File: src/design/fm_quadrature_demodulator_core_macros.svh
// ----------------------------------------------------------------------------
// FM quadrature demodulator - assertion macros
// Shorthand for the concurrent checks at the end of the top level.
// ----------------------------------------------------------------------------
`ifndef FM_QUADRATURE_DEMODULATOR_CORE_MACROS_SVH
`define FM_QUADRATURE_DEMODULATOR_CORE_MACROS_SVH

// same-cycle implication, sampled on clock, off during reset
`define FQD_ASSERT_NOW(name, ante, cons, msg) \
   name: assert property (@(posedge clock) disable iff (reset) (ante) |-> (cons)) \
      else $error(msg);

// next-cycle implication, sampled on clock, off during reset
`define FQD_ASSERT_NEXT(name, ante, cons, msg) \
   name: assert property (@(posedge clock) disable iff (reset) (ante) |=> (cons)) \
      else $error(msg);

`endif

File: src/design/fqd_pkg.sv
// ----------------------------------------------------------------------------
// fqd_pkg
// Constants, command/status types and CORDIC angle table for the demodulator.
// ----------------------------------------------------------------------------
package fqd_pkg;

   localparam int CORDIC_STAGES   = 16;
   localparam int SINE_TABLE_BITS = 10;
   localparam int STAGE_W         = $clog2(CORDIC_STAGES);
   localparam int ATAN_ENTRIES    = 24;
   localparam int ATAN_IDX_W      = 5;

   localparam int SAMPLE_W   = 16;
   localparam int FREQ_W     = 24;
   localparam int CSR_IDX_W  = 3;
   localparam int CSR_DATA_W = 32;

   // arctangent of 2^-i, 2^32 per turn
   localparam logic [29:0] ATAN_TURNS [ATAN_ENTRIES] = '{
      30'd536870912, 30'd316933405, 30'd167458907, 30'd85004756, 30'd42667331,
      30'd21354465, 30'd10679838, 30'd5340245, 30'd2670163, 30'd1335086,
      30'd667544, 30'd333772, 30'd166886, 30'd83443, 30'd41721, 30'd20860,
      30'd10430, 30'd5215, 30'd2607, 30'd1303, 30'd651, 30'd325, 30'd162,
      30'd81
   };

   typedef enum logic [CSR_IDX_W-1:0] {
      REG_PHASE_STEP  = 3'd0,
      REG_COEF_B0     = 3'd1,
      REG_COEF_B1     = 3'd2,
      REG_COEF_A1     = 3'd3,
      REG_COEF_A2     = 3'd4,
      REG_CENTER_FREQ = 3'd5,
      REG_FREQ_SCALE  = 3'd6
   } csr_reg_type;

   typedef enum logic [3:0] {
      MUL_NONE,
      MUL_SMP_C,
      MUL_SMP_S,
      MUL_B0X,
      MUL_B1X,
      MUL_A1Y,
      MUL_A2Y,
      MUL_IPI,
      MUL_QPQ,
      MUL_QPI,
      MUL_IPQ,
      MUL_FREQ
   } mul_op_type;

   typedef enum logic [4:0] {
      ALU_NONE,
      ALU_LOAD,
      ALU_NCO,
      ALU_TAKE_XI,
      ALU_TAKE_XQ,
      ALU_F_M0,
      ALU_F_M1Y,
      ALU_F_M2,
      ALU_F_DLY,
      ALU_DX0,
      ALU_DX1,
      ALU_DY0,
      ALU_DY1,
      ALU_NORM,
      ALU_VINIT,
      ALU_VEC,
      ALU_FREQ,
      ALU_OUT
   } alu_op_type;

   typedef struct packed {
      mul_op_type               mul_op;
      alu_op_type               alu_op;
      logic                     ch;
      logic [STAGE_W-1:0]       stage;
   } dp_cmd_type;

   typedef struct packed {
      logic have_prev;
      logic norm_zero;
      logic norm_ok;
   } dp_stat_type;

   function automatic logic [29:0] atan_at(input logic [STAGE_W-1:0] idx);
      return ATAN_TURNS[ATAN_IDX_W'(idx)];
   endfunction

endpackage

File: src/design/fqd_ctrl.sv
// ----------------------------------------------------------------------------
// fqd_ctrl
// Sequencer: steps the shared multiplier and CORDIC through one sample.
// ----------------------------------------------------------------------------
module fqd_ctrl import fqd_pkg::*; (
   input  logic        clock,
   input  logic        reset,
   input  logic        req_valid,
   output logic        req_ready,
   input  logic        rsp_ready,
   output logic        rsp_valid,
   input  dp_stat_type stat,
   output dp_cmd_type  cmd
);

   typedef enum logic [21:0] {
      S_IDLE  = 22'd1 << 0,
      S_NCO   = 22'd1 << 1,
      S_MX1   = 22'd1 << 2,
      S_MX2   = 22'd1 << 3,
      S_MX3   = 22'd1 << 4,
      S_F1    = 22'd1 << 5,
      S_F2    = 22'd1 << 6,
      S_F3    = 22'd1 << 7,
      S_F4    = 22'd1 << 8,
      S_F5    = 22'd1 << 9,
      S_F6    = 22'd1 << 10,
      S_D1    = 22'd1 << 11,
      S_D2    = 22'd1 << 12,
      S_D3    = 22'd1 << 13,
      S_D4    = 22'd1 << 14,
      S_D5    = 22'd1 << 15,
      S_NORM  = 22'd1 << 16,
      S_VINIT = 22'd1 << 17,
      S_VEC   = 22'd1 << 18,
      S_FQ1   = 22'd1 << 19,
      S_FQ2   = 22'd1 << 20,
      S_OUT   = 22'd1 << 21
   } state_type;

   localparam logic [STAGE_W-1:0] LAST_STAGE = STAGE_W'(CORDIC_STAGES - 1);

   state_type          state_ff, state_in;
   logic [STAGE_W-1:0] cnt_ff, cnt_in;
   logic               ch_ff, ch_in;
   logic               rsp_valid_ff, rsp_valid_in;
   logic               out_load;

   assign req_ready = (state_ff == S_IDLE);
   assign rsp_valid = rsp_valid_ff;
   assign out_load  = (state_ff == S_OUT) && (!rsp_valid_ff || rsp_ready);

   always_comb begin
      state_in   = state_ff;
      cnt_in     = cnt_ff;
      ch_in      = ch_ff;
      cmd.mul_op = MUL_NONE;
      cmd.alu_op = ALU_NONE;
      cmd.ch     = ch_ff;
      cmd.stage  = cnt_ff;
      unique case (state_ff)
         S_IDLE: begin
            if (req_valid) begin
               cmd.alu_op = ALU_LOAD;
               cnt_in     = '0;
               state_in   = S_NCO;
            end
         end
         S_NCO: begin
            cmd.alu_op = ALU_NCO;
            cnt_in     = cnt_ff + 1'b1;
            if (cnt_ff == LAST_STAGE) begin
               state_in = S_MX1;
            end
         end
         S_MX1: begin
            cmd.mul_op = MUL_SMP_C;
            state_in   = S_MX2;
         end
         S_MX2: begin
            cmd.alu_op = ALU_TAKE_XI;
            cmd.mul_op = MUL_SMP_S;
            state_in   = S_MX3;
         end
         S_MX3: begin
            cmd.alu_op = ALU_TAKE_XQ;
            ch_in      = 1'b0;
            state_in   = S_F1;
         end
         S_F1: begin
            cmd.mul_op = MUL_B0X;
            state_in   = S_F2;
         end
         S_F2: begin
            cmd.alu_op = ALU_F_M0;
            cmd.mul_op = MUL_B1X;
            state_in   = S_F3;
         end
         S_F3: begin
            cmd.alu_op = ALU_F_M1Y;
            state_in   = S_F4;
         end
         S_F4: begin
            cmd.mul_op = MUL_A1Y;
            state_in   = S_F5;
         end
         S_F5: begin
            cmd.alu_op = ALU_F_M2;
            cmd.mul_op = MUL_A2Y;
            state_in   = S_F6;
         end
         S_F6: begin
            cmd.alu_op = ALU_F_DLY;
            if (!ch_ff) begin
               ch_in    = 1'b1;
               state_in = S_F1;
            end else if (stat.have_prev) begin
               state_in = S_D1;
            end else begin
               state_in = S_OUT;
            end
         end
         S_D1: begin
            cmd.mul_op = MUL_IPI;
            state_in   = S_D2;
         end
         S_D2: begin
            cmd.alu_op = ALU_DX0;
            cmd.mul_op = MUL_QPQ;
            state_in   = S_D3;
         end
         S_D3: begin
            cmd.alu_op = ALU_DX1;
            cmd.mul_op = MUL_QPI;
            state_in   = S_D4;
         end
         S_D4: begin
            cmd.alu_op = ALU_DY0;
            cmd.mul_op = MUL_IPQ;
            state_in   = S_D5;
         end
         S_D5: begin
            cmd.alu_op = ALU_DY1;
            state_in   = S_NORM;
         end
         S_NORM: begin
            // one shift per cycle until the larger magnitude sits in range, or both are zero
            cmd.alu_op = ALU_NORM;
            if (stat.norm_zero) begin
               state_in = S_FQ1;
            end else if (stat.norm_ok) begin
               state_in = S_VINIT;
            end
         end
         S_VINIT: begin
            cmd.alu_op = ALU_VINIT;
            cnt_in     = '0;
            state_in   = S_VEC;
         end
         S_VEC: begin
            cmd.alu_op = ALU_VEC;
            cnt_in     = cnt_ff + 1'b1;
            if (cnt_ff == LAST_STAGE) begin
               state_in = S_FQ1;
            end
         end
         S_FQ1: begin
            cmd.mul_op = MUL_FREQ;
            state_in   = S_FQ2;
         end
         S_FQ2: begin
            cmd.alu_op = ALU_FREQ;
            state_in   = S_OUT;
         end
         S_OUT: begin
            if (out_load) begin
               cmd.alu_op = ALU_OUT;
               state_in   = S_IDLE;
            end
         end
         default: begin
            state_in = S_IDLE;
         end
      endcase
   end

   always_comb begin
      rsp_valid_in = rsp_valid_ff;
      if (out_load) begin
         rsp_valid_in = 1'b1;
      end else if (rsp_ready) begin
         rsp_valid_in = 1'b0;
      end
   end

   always_ff @(posedge clock) begin
      if (reset) begin
         state_ff     <= S_IDLE;
         cnt_ff       <= '0;
         ch_ff        <= 1'b0;
         rsp_valid_ff <= 1'b0;
      end else begin
         state_ff     <= state_in;
         cnt_ff       <= cnt_in;
         ch_ff        <= ch_in;
         rsp_valid_ff <= rsp_valid_in;
      end
   end

endmodule

File: config.mk
export PLATFORM = sky130hd
export DESIGN_NAME = fqd_ctrl
export DESIGN_NICKNAME = d
export VERILOG_FILES = /design/src/design/fm_quadrature_demodulator_core_macros.svh /design/src/design/fqd_pkg.sv /design/src/design/fqd_ctrl.sv
export SDC_FILE = /design/constraint.sdc
export NUM_CORES = 1
export LEC_CHECK = 0
export BUFFER_PORTS_ARGS = -buffer_cell sky130_fd_sc_hd__clkbuf_2
export CORE_ASPECT_RATIO = 0.6
export CORE_UTILIZATION = 31
export CTS_CLUSTER_SIZE = 12
export DETAILED_ROUTE_END_ITERATION = 8
export PLACE_DENSITY = 0.5
export SYNTH_ARGS = -nofsm -noshare
export SYNTH_HDL_FRONTEND = slang
export SYNTH_SLANG_ARGS = --single-unit
export TNS_END_PERCENT = 100
File: constraint.sdc
create_clock -name clock -period 4.9 [get_ports clock]
set_input_delay 0.245 -clock clock [delete_from_list [all_inputs] [get_ports clock]]
set_output_delay 0.245 -clock clock [all_outputs]
set_load 0.03 [all_outputs]
==> results of run 1 <==
-- cell usage after synthesis (3+ instances only) --
cell / n
or4_1: 5
nor3_1: 6
nor4_4: 3
nor2b_1: 3
inv_1: 7
o21ai_0: 4
dfxtp_1: 28
xor2_1: 3
nor2_1: 39
nand4b_1: 3
or3_1: 6
nand4_1: 8
nand3b_1: 4
nand3_1: 10
nor3b_1: 3
nor4_1: 10
nand2b_1: 5
buf_2: 3
and3_1: 4
nand2_1: 13
a21oi_1: 9
-- final timing paths --
path	slack, ns	cells past startpoint	endpoint	from
worst min register to register	0.50	2	ch_ff$_SDFFE_PP0P_	ch_ff$_SDFFE_PP0P_
worst max register to register	1.96	6	state_ff[6]$_SDFFE_PP0P_	state_ff[4]$_SDFFE_PP0P_
worst max-delay path	1.56	6	cmd[5]	state_ff[17]$_SDFFE_PP0P_
worst min-delay path	0.16	2	state_ff[17]$_SDFFE_PP0P_	stat[1]
-- worst reg2reg max path, cell delays in order (launching register included) --
cell	delay, ns
dfxtp_1	0.39
nor4_4	0.46
nand4_2	0.34
nor4_1	0.62
nor2_1	0.19
o2111ai_2	0.67
nor4_1	0.13
-- report_power, final --
part | switching (mW) | internal, mW | leakage (nW)
logic | 0.143 | 0.0655 | 0.513
registers | 0.0115 | 0.235 | 0.226
clock network | 0.0807 | 0.110 | 0.0357
-- cells by family (layout without fill, tap and decap cells) --
family | count (synthesis) | count (layout)
compound gates | 36 | 36
buf+inv | 14 | 33
xor+xnor | 4 | 4
fa+ha+maj | 1 | 1
simple gates | 135 | 135
mux | 2 | 2
flops | 28 | 28
-- final cells by class --
class | count | area, sq um | area share (%)
timing repair buffer | 22 | 110 | 5.49
clock inverter | 1 | 30.0 | 1.50
multi-input combinational | 178 | 1140 | 56.9
sequential | 28 | 561 | 27.9
clock buffer | 3 | 41.3 | 2.06
inverter | 7 | 26.3 | 1.31
tap | 77 | 96.3 | 4.80
-- metal layers --
metal	GRT usage (%)	vias up	wire, um	share of wire [%]
met4	1.89	0	10	0.20
li1	-	872	-	-
met5	0	-	0	0
met2	24.0	31	1850	37
met3	3.46	2	230	4.6
met1	29.2	817	2860	58
-- state kept, by name, indices dropped and copies added, names as in the netlist --
| name | count |
|---|---|
| state_ff | 22 |
| cnt_ff | 4 |
| ch_ff | 1 |
| rsp_valid | 1 |
==> results.md, run 1 <==
- The run finished with clean final reports.
- Data arrives at the worst endpoint at 3.10 ns.
- The buffer count from post-CTS setup fixing is 0.
- The die covers 6050 sq um.
- The number of buffers and inverters on the critical path is 1.
- For this run, the total global-route usage over all layers was measured as 17.9%.
- In this run the static leakage power is 0.775 nW.
- After synthesis, the largest family of logic cells by area is simple AND/OR/NAND/NOR gates.
- The share of Yosys cell area claimed by the top area cell type is 31.5%.
- The net count after synthesis is 228.
- The cell family contributing the most delay on the critical path is simple AND/OR/NAND/NOR gates.
- The library cell used most frequently in the layout, excluding fill and tap cells, is nor2_1.
- The number of warning messages in the yosys log is 0.
- Yosys mapped a number of flops with a built-in enable equal to 0.
- The number of distinct library cell variants in the gate-level netlist after synthesis is 54.
- The number of DRC violations after detailed-routing iteration 0 is 83.
- The routed design has 4960 um of wire.
- Leaving out fill and tap cells, the most frequent cells in the layout are nor2_1, dfxtp_1, clkbuf_2.
- For this run, the leading register cell type out of synthesis is dfxtp_1.
- The worst setup slack after placement is 1.90 ns.
- After the flow finishes, the layout carries non-filler instances totaling 316.
- The antenna diode count is 0.
- Setup repair after global routing left no endpoint under its margin.
- The aggregate negative setup slack is 0 ns.
- The critical path goes through nor4_2 -> nand3_1 -> nor3_1 -> a2111oi_0 -> o311ai_0 -> clkbuf_2.
- At the worst endpoint, the required time is 4.66 ns.
- In this run, CTS created clock tree buffers numbering 3.
- During placement, the flow inserted port buffers numbering 22.
- Across the routed clock network, the largest skew measured is 0.00486 ns.
- The share of async-settable or async-resettable flops after synthesis is 0%.
- The detail route stage leaves a number of antenna-violating nets equal to 0.
- Entering global routing, the biggest net connects 17 pins.
- The area growth from synthesis to layout is 12.9%.
- The largest vdd supply drop is 0.000105 V.
- The max-slew violation count is 0.
- The post-route core utilization is 38.0%.
- Setup violations remaining at the end of the flow were counted as 0.
- For this configuration, the core starts out at a cell density of 33.7%.
- The cell row count is 20.
- The HPWL after detailed placement is 3950 um.
- The synthesized instance count is 220.
- In this run the cell area measured after placement is 1940 sq um.
- The clock sink count is 28.
- The final weighted congestion in routability-driven placement is 0.839.
- The total chip power is 0.645 mW.
- The overall overflow remaining after global route is 0.
- The clock latency of the later-clocked register in the worst-skew pair is 0.29 ns.
- Synthesis inferred 28 register bits.
- STA classifies the critical path endpoint as a primary output.
- The largest single stage delay on the critical path is 0.67 ns.
- The cell area that synthesis handed to floorplanning was 1780 sq um.
- The actual slew at the worst max-slew pin is 0.780 ns.
- The slowest stage of the critical path is the nor3_1 cell.
- The post-route netlist has 17.2% of its cells at a drive strength greater than 1.
- In this run the worst path has a maximum fanout of 8.
- Summing all non-filler instances in the final layout gives an area of 2010 sq um.
- The core footprint is 5280 sq um.
- The average instance in the mapped netlist occupies 8.08 sq um.
- The max-capacitance violation count is 0.
- The final critical path takes up 68.2% of the cycle.
- For this design, the CTS-stage hold fixing added 0 buffers.
- Measured along the x axis, the die boundary spans 99.8 um.
- The critical path class is register to primary output.
- The worst setup margin is 1.56 ns.
- In this run the worst hold path is classified as input port to register.
- After detailed routing, the number of vias per cell comes to 5.45.
- The final hold violation count came to 0.
- The simple logic cell fraction of the synthesized area is 45.2%.
- The TritonCTS clock tree is done.
- The worst pin sits at a relative slew slack of 48.0%.
- The launching element type of the critical path is a register.
- The initial antenna violation count is 0.
- The final layout net count is 248.
- Counting tap cells, the placed design contains a total of 312 instances.
- The clock root buffer is clkbuf_8.
- In this run the number of H-tree levels came out at 1.
- The clock period minus worst slack is 3.34 ns.
- The number of global-route vias before repair is 1527.
- After clock tree synthesis, the clock-pin slew on the worst setup and hold paths is 0.10 ns.
- The length of the first detailed-routing pass in iterations is 4.
- Of the total synthesized cell area, the portion taken by full adders, half adders and majority gates is 0.704%.
- The number of buffers on the longest clock path is 2.
- The final-layout worst hold slack is 0.162 ns.
- The number of vias after detailed routing is 1722.
- The most area-hungry cell type in the Yosys netlist is dfxtp_1.
- The sequential share of the synthesized area is 31.5%.
- In this run the power density over the cells is 321 nW/um^2.
- The synthesized netlist devotes 15.2% of its cell area to compound gates.
- The xor-xnor portion of the synthesized cell area is 1.97%.
- After synthesis, the cell types taking the most area are dfxtp_1, nor2_1, nor4_4, nor4_1, nand3_1.
- The global-route wire length before repair is 8150 um.
- The number of cells upsized or downsized after cts is 0.
- After synthesis, the share of cell area in mux cells is 1.13%.
- Fill cells in the final layout number 579.
- The number of primary I/O pins is 23.
- The average wire length per cell after detail routing is 15.7 um.
- After detailed routing, the number of remaining DRC violations is 0.
- Static timing analysis puts the maximum clock frequency at 299 MHz.
- The die is 60.7 um tall.
(Power assumes the default switching activity.)
==> run 2, diff against run 1 <==
--- a/config.mk
+++ b/config.mk
@@ -5,12 +5,13 @@
 export SDC_FILE = /design/constraint.sdc
 export NUM_CORES = 1
 export LEC_CHECK = 0
+export ABC_AREA = 1
 export BUFFER_PORTS_ARGS = -buffer_cell sky130_fd_sc_hd__clkbuf_2
 export CORE_ASPECT_RATIO = 0.6
 export CORE_UTILIZATION = 31
 export CTS_CLUSTER_SIZE = 12
 export DETAILED_ROUTE_END_ITERATION = 8
-export PLACE_DENSITY = 0.5
+export PLACE_DENSITY = 0.52
 export SYNTH_ARGS = -nofsm -noshare
 export SYNTH_HDL_FRONTEND = slang
 export SYNTH_SLANG_ARGS = --single-unit
==> constraint.sdc (replaced) <==
create_clock -name clock -period 2.7 [get_ports clock]
set_input_delay 0.135 -clock clock [delete_from_list [all_inputs] [get_ports clock]]
set_output_delay 0.135 -clock clock [all_outputs]
set_load 0.03 [all_outputs]
==> run 2 against run 1 <==
- critical path type unchanged
- register-to-register slack got worse by 1.3 ns
- critical path depth rose by 4
- first-iteration DRC count shrank 12%
- highest routed layer unchanged
- flip-flop and latch count did not move
- hold slack worse by 0.045 ns
- clock power up 42%
- non-clock buffer count unchanged
- combinational power grew to 3.3 times the previous value
- global-route usage shrank 1.6 points
- sequential power increased by 87%
- die area is 7.0% higher
- largest power group is now combinational logic
- sequential share of layout area decreased by 1.4 points
==> results.md, run 2 <==
- Outcome: finished clean (unchanged).
- The CTS H-tree depth was 1 (unchanged).
- The worst setup slack after placement is 0.628 ns (was 1.90 ns).
- The ratio of final minimum period to clock period is 90.1%.
- The total routing usage reported by global routing is 16.3% (was 17.9%).
- Most numerous cell types in the synthesized netlist: nor2_1, nand2_1, inv_1 (was nor2_1, dfxtp_1, nand2_1).
- The actual slew at the worst max-slew pin came to 0.652 ns (was 0.780 ns).
- The area of the mapped netlist is 1910 sq um (was 1780 sq um).
- The arrival time at the worst endpoint is 2.30 ns (was 3.10 ns).
- The height of the die is 62.7 um (was 60.7 um).
- The area growth from synthesis to layout is 10.7% (was 12.9%).
- The launching element type of the critical path is a register (unchanged).
- The setup clock skew after layout was 0.00506 ns (was 0.00486 ns).
- The number of synthesized register bits is 28 (unchanged).
- The number of primary I/O pins is 23 (unchanged).
- Largest regs: state_ff x22, cnt_ff x4 (unchanged).
- The max-slew violation count was 0 (unchanged).
- The required time of the critical path is 2.57 ns (was 4.66 ns).
- The final-report setup violation count was 0 (unchanged).
- The sequential share of the synthesized area came to 29.4% (was 31.5%).
- The aggregate routed wire length came to 4740 um (was 4960 um).
- The post-route cell area is 2110 sq um (was 2010 sq um).
- The area of the die was 6470 sq um (was 6050 sq um).
- The average wire length per cell after detail routing is 12.9 um (was 15.7 um).
- The top fanout value on the critical path came to 16 (was 8).
- The cell row count was 21 (was 20).
- The reg-to-reg critical path startpoint is state_ff[19]$_SDFFE_PP0P_ (was state_ff[4]$_SDFFE_PP0P_).
- The length of the first detailed-routing pass in iterations is 4 (unchanged).
- The number of buffers inserted during clock tree synthesis was 3 (unchanged).
- The post-detailed-placement half-perimeter wirelength is 3740 um (was 3950 um).
- The path category of the worst min-delay check is input port to register (unchanged).
- The final layout net count was 297 (was 248).
- The average cell area after synthesis is 7.08 sq um (was 8.08 sq um).
- The clock slew seen by the registers of the worst setup and hold paths is 0.10 ns (about the same).
- The initial antenna violation count is 0 (unchanged).
- Cell Chain, Critical Path: nor2_1 -> nand2_2 -> nor2_4 -> nand2_4 -> inv_2 -> nand3_1 -> nand2_1 -> inv_1 -> nand4_1 -> clkbuf_2 (was nor4_2 -> nand3_1 -> nor3_1 -> a2111oi_0 -> o311ai_0 -> clkbuf_2).
- The flip-flop count of the largest register, all copies and words added is 22 (unchanged).
- The clock period minus worst slack is 2.43 ns.
- The share of Yosys cell area claimed by the top area cell type came to 29.4% (was 31.5%).
- The share of layout cells above drive strength 1 is 23.6% (was 17.2%).
- The number of warning messages in the yosys log is 0 (unchanged).
- The chip width came to 103 um (was 99.8 um).
- The number of DRC violations after detailed-routing iteration 0 is 73 (was 83).
- The most area-hungry cell type in the Yosys netlist is dfxtp_1 (unchanged).
- The synthesized instance count is 269 (was 220).
- The antenna diode count came to 0 (unchanged).
- Highest-count cells in the layout ignoring fill and taps: nor2_1, nand2_1, inv_1 (was nor2_1, dfxtp_1, clkbuf_2).
- The aggregate negative setup slack is 0 ns (unchanged).
- The leading register cell type out of synthesis is dfxtp_1 (unchanged).
- Unrepaired setup endpoints after global routing: false (unchanged).
- The instance area at placement was 2050 sq um (was 1940 sq um).
- The max-capacitance violation count is 0 (unchanged).
- The core footprint is 5750 sq um (was 5280 sq um).
- The critical register-to-register path endpoint was state_ff[18]$_SDFFE_PP0P_ (was state_ff[6]$_SDFFE_PP0P_).
- The global-route wire length before repair is 8110 um (was 8150 um).
- The count of flip-flops with a built-in enable after synthesis is 0 (unchanged).
- The number of cells upsized or downsized after cts is 0 (unchanged).
- The number of cell instances on the worst register-to-register path was 10 (was 6).
- The worst setup slack for register-to-register paths is 0.69 ns (was 1.96 ns).
- The maximum number of pins on one net before global-route repair was 26 (was 17).
- The number of nets with antenna violations after routing is 0 (unchanged).
- Largest cells by area after synthesis: dfxtp_1, nor2_1, nand2_1, inv_1, nand3_1 (was dfxtp_1, nor2_1, nor4_4, nor4_1, nand3_1).
- The delay of the slowest cell on the worst path came to 0.41 ns (was 0.67 ns).
- The TritonCTS clock tree is done (unchanged).
- The total power density per cell area came to 674 nW/um^2 (was 321 nW/um^2).
- The most common cell after layout, fill and taps aside is nor2_1 (unchanged).
- The number of vias after detailed routing is 1726 (was 1722).
- The clock latency of the later-clocked register in the worst-skew pair is 0.28 ns (was 0.29 ns).
- The clock root buffer was clkbuf_8 (unchanged).
- The cell with the largest stage delay on the worst path is nor2_4 (was nor3_1).
- The number of buffers on the longest clock path is 2 (unchanged).
- The endpoint class of the critical path was a primary output (unchanged).
- The critical path class was register to primary output (unchanged).
- The ratio of routed vias to standard cells came to 4.69 (was 5.45).
- The share of async-settable or async-resettable flops after synthesis is 0% (unchanged).
- The net count after synthesis is 277 (was 228).
- The final hold violation count was 0 (unchanged).
- The number of global-route vias before repair is 1601 (was 1527).
- The register name with the most flops is state_ff (unchanged).
- The final weighted congestion in routability-driven placement is 0.867 (was 0.839).
- The number of distinct library cell variants in the gate-level netlist after synthesis was 36 (was 54).
- The effective utilization at floorplan was 33.1% (was 33.7%).
- The start point of the critical path is state_ff[19]$_SDFFE_PP0P_ (was state_ff[17]$_SDFFE_PP0P_).
- The remaining max-slew budget at the tightest pin is 56.5% (was 48.0%).
- The worst setup margin is 0.268 ns (was 1.56 ns).
- The overall overflow remaining after global route was 0 (unchanged).
- The clock sink count is 28 (unchanged).
- The library cell with the highest instance count after synthesis was nor2_1 (unchanged).
- The largest vdd supply drop is 0.000304 V (was 0.000105 V).
- The worst setup path endpoint is cmd[6] (was cmd[5]).
- The fmax is 411 MHz.
- The count of port buffers added during placement came to 22 (unchanged).
- The count of hold-fix buffers inserted at cts was 0 (unchanged).
- The leakage power is 1.05 nW (was 0.775 nW).
- The number of remaining DRC errors is 0 (unchanged).
- The buffer count from post-CTS setup fixing is 0 (unchanged).
-- run 2: final cells by class --
class	instances	area (sq um)
inverters	40	150
repair buffers	22	110
fillers	642	3640
clock buffers	4	55.1
multi-input cells	194	1130
flip-flops and latches	28	561
well taps	80	100
-- run 2: worst max-delay path: cells and delay by family (launching register included) --
| kind | cells | cell delay [ns] |
|---|---|---|
| AND/OR/NAND/NOR | 7 | 1.27 |
| buffers and inverters | 3 | 0.40 |
| flip-flops | 1 | 0.33 |
-- run 2: per-stage QoR --
step / utilization [%] / instances / hold slack [ns] / power (mW)
detailed placement: 35.7 / 364 / 0.415 / 1.17
finish: 36.7 / 368 / 0.117 / 1.42
global route: 36.7 / 368 / 0.105 / 1.54
CTS: 36.7 / 368 / 0.115 / 1.44
floorplan: - / 269 / 0.299 / 1.06
global placement: 35.7 / 364 / 0.411 / 1.16
-- run 2: logic make-up after synthesis --
logic type | after synthesis | share of synthesized area, %
fa+ha+maj | 1 | 0.656
xor+xnor | 2 | 0.919
simple gates | 176 | 53.5
compound gates | 15 | 4.40
flops | 28 | 29.4
buf+inv | 47 | 11.1
-- run 2: worst min path at each step --
| stage | from | endpoint | slack [ns] | cells past startpoint |
|---|---|---|---|---|
| floorplan | stat[2] | state_ff[11]$_SDFFE_PP0P_ | 0.30 | 1 |
| global placement | stat[2] | state_ff[11]$_SDFFE_PP0P_ | 0.41 | 2 |
| detailed placement | stat[2] | state_ff[11]$_SDFFE_PP0P_ | 0.41 | 2 |
| CTS | stat[2] | state_ff[11]$_SDFFE_PP0P_ | 0.11 | 2 |
| global route | stat[2] | state_ff[11]$_SDFFE_PP0P_ | 0.10 | 2 |
| finish | stat[2] | state_ff[11]$_SDFFE_PP0P_ | 0.12 | 2 |
-- run 2: power breakdown --
group,leakage (nW),internal [mW],switching (mW)
sequential,0.226,0.439,0.0224
combinational,0.791,0.185,0.506
clock,0.0288,0.131,0.138
total,1.05,0.755,0.667
-- run 2: routing by layer --
layer / vias up / wire length, um / GRT usage (%)
met3: 4 / 372 / 5.59
met1: 756 / 2590 / 25.6
li1: 906 / - / -
met5: - / 0 / 0
met4: 0 / 18 / 2.11
met2: 60 / 1770 / 21.2
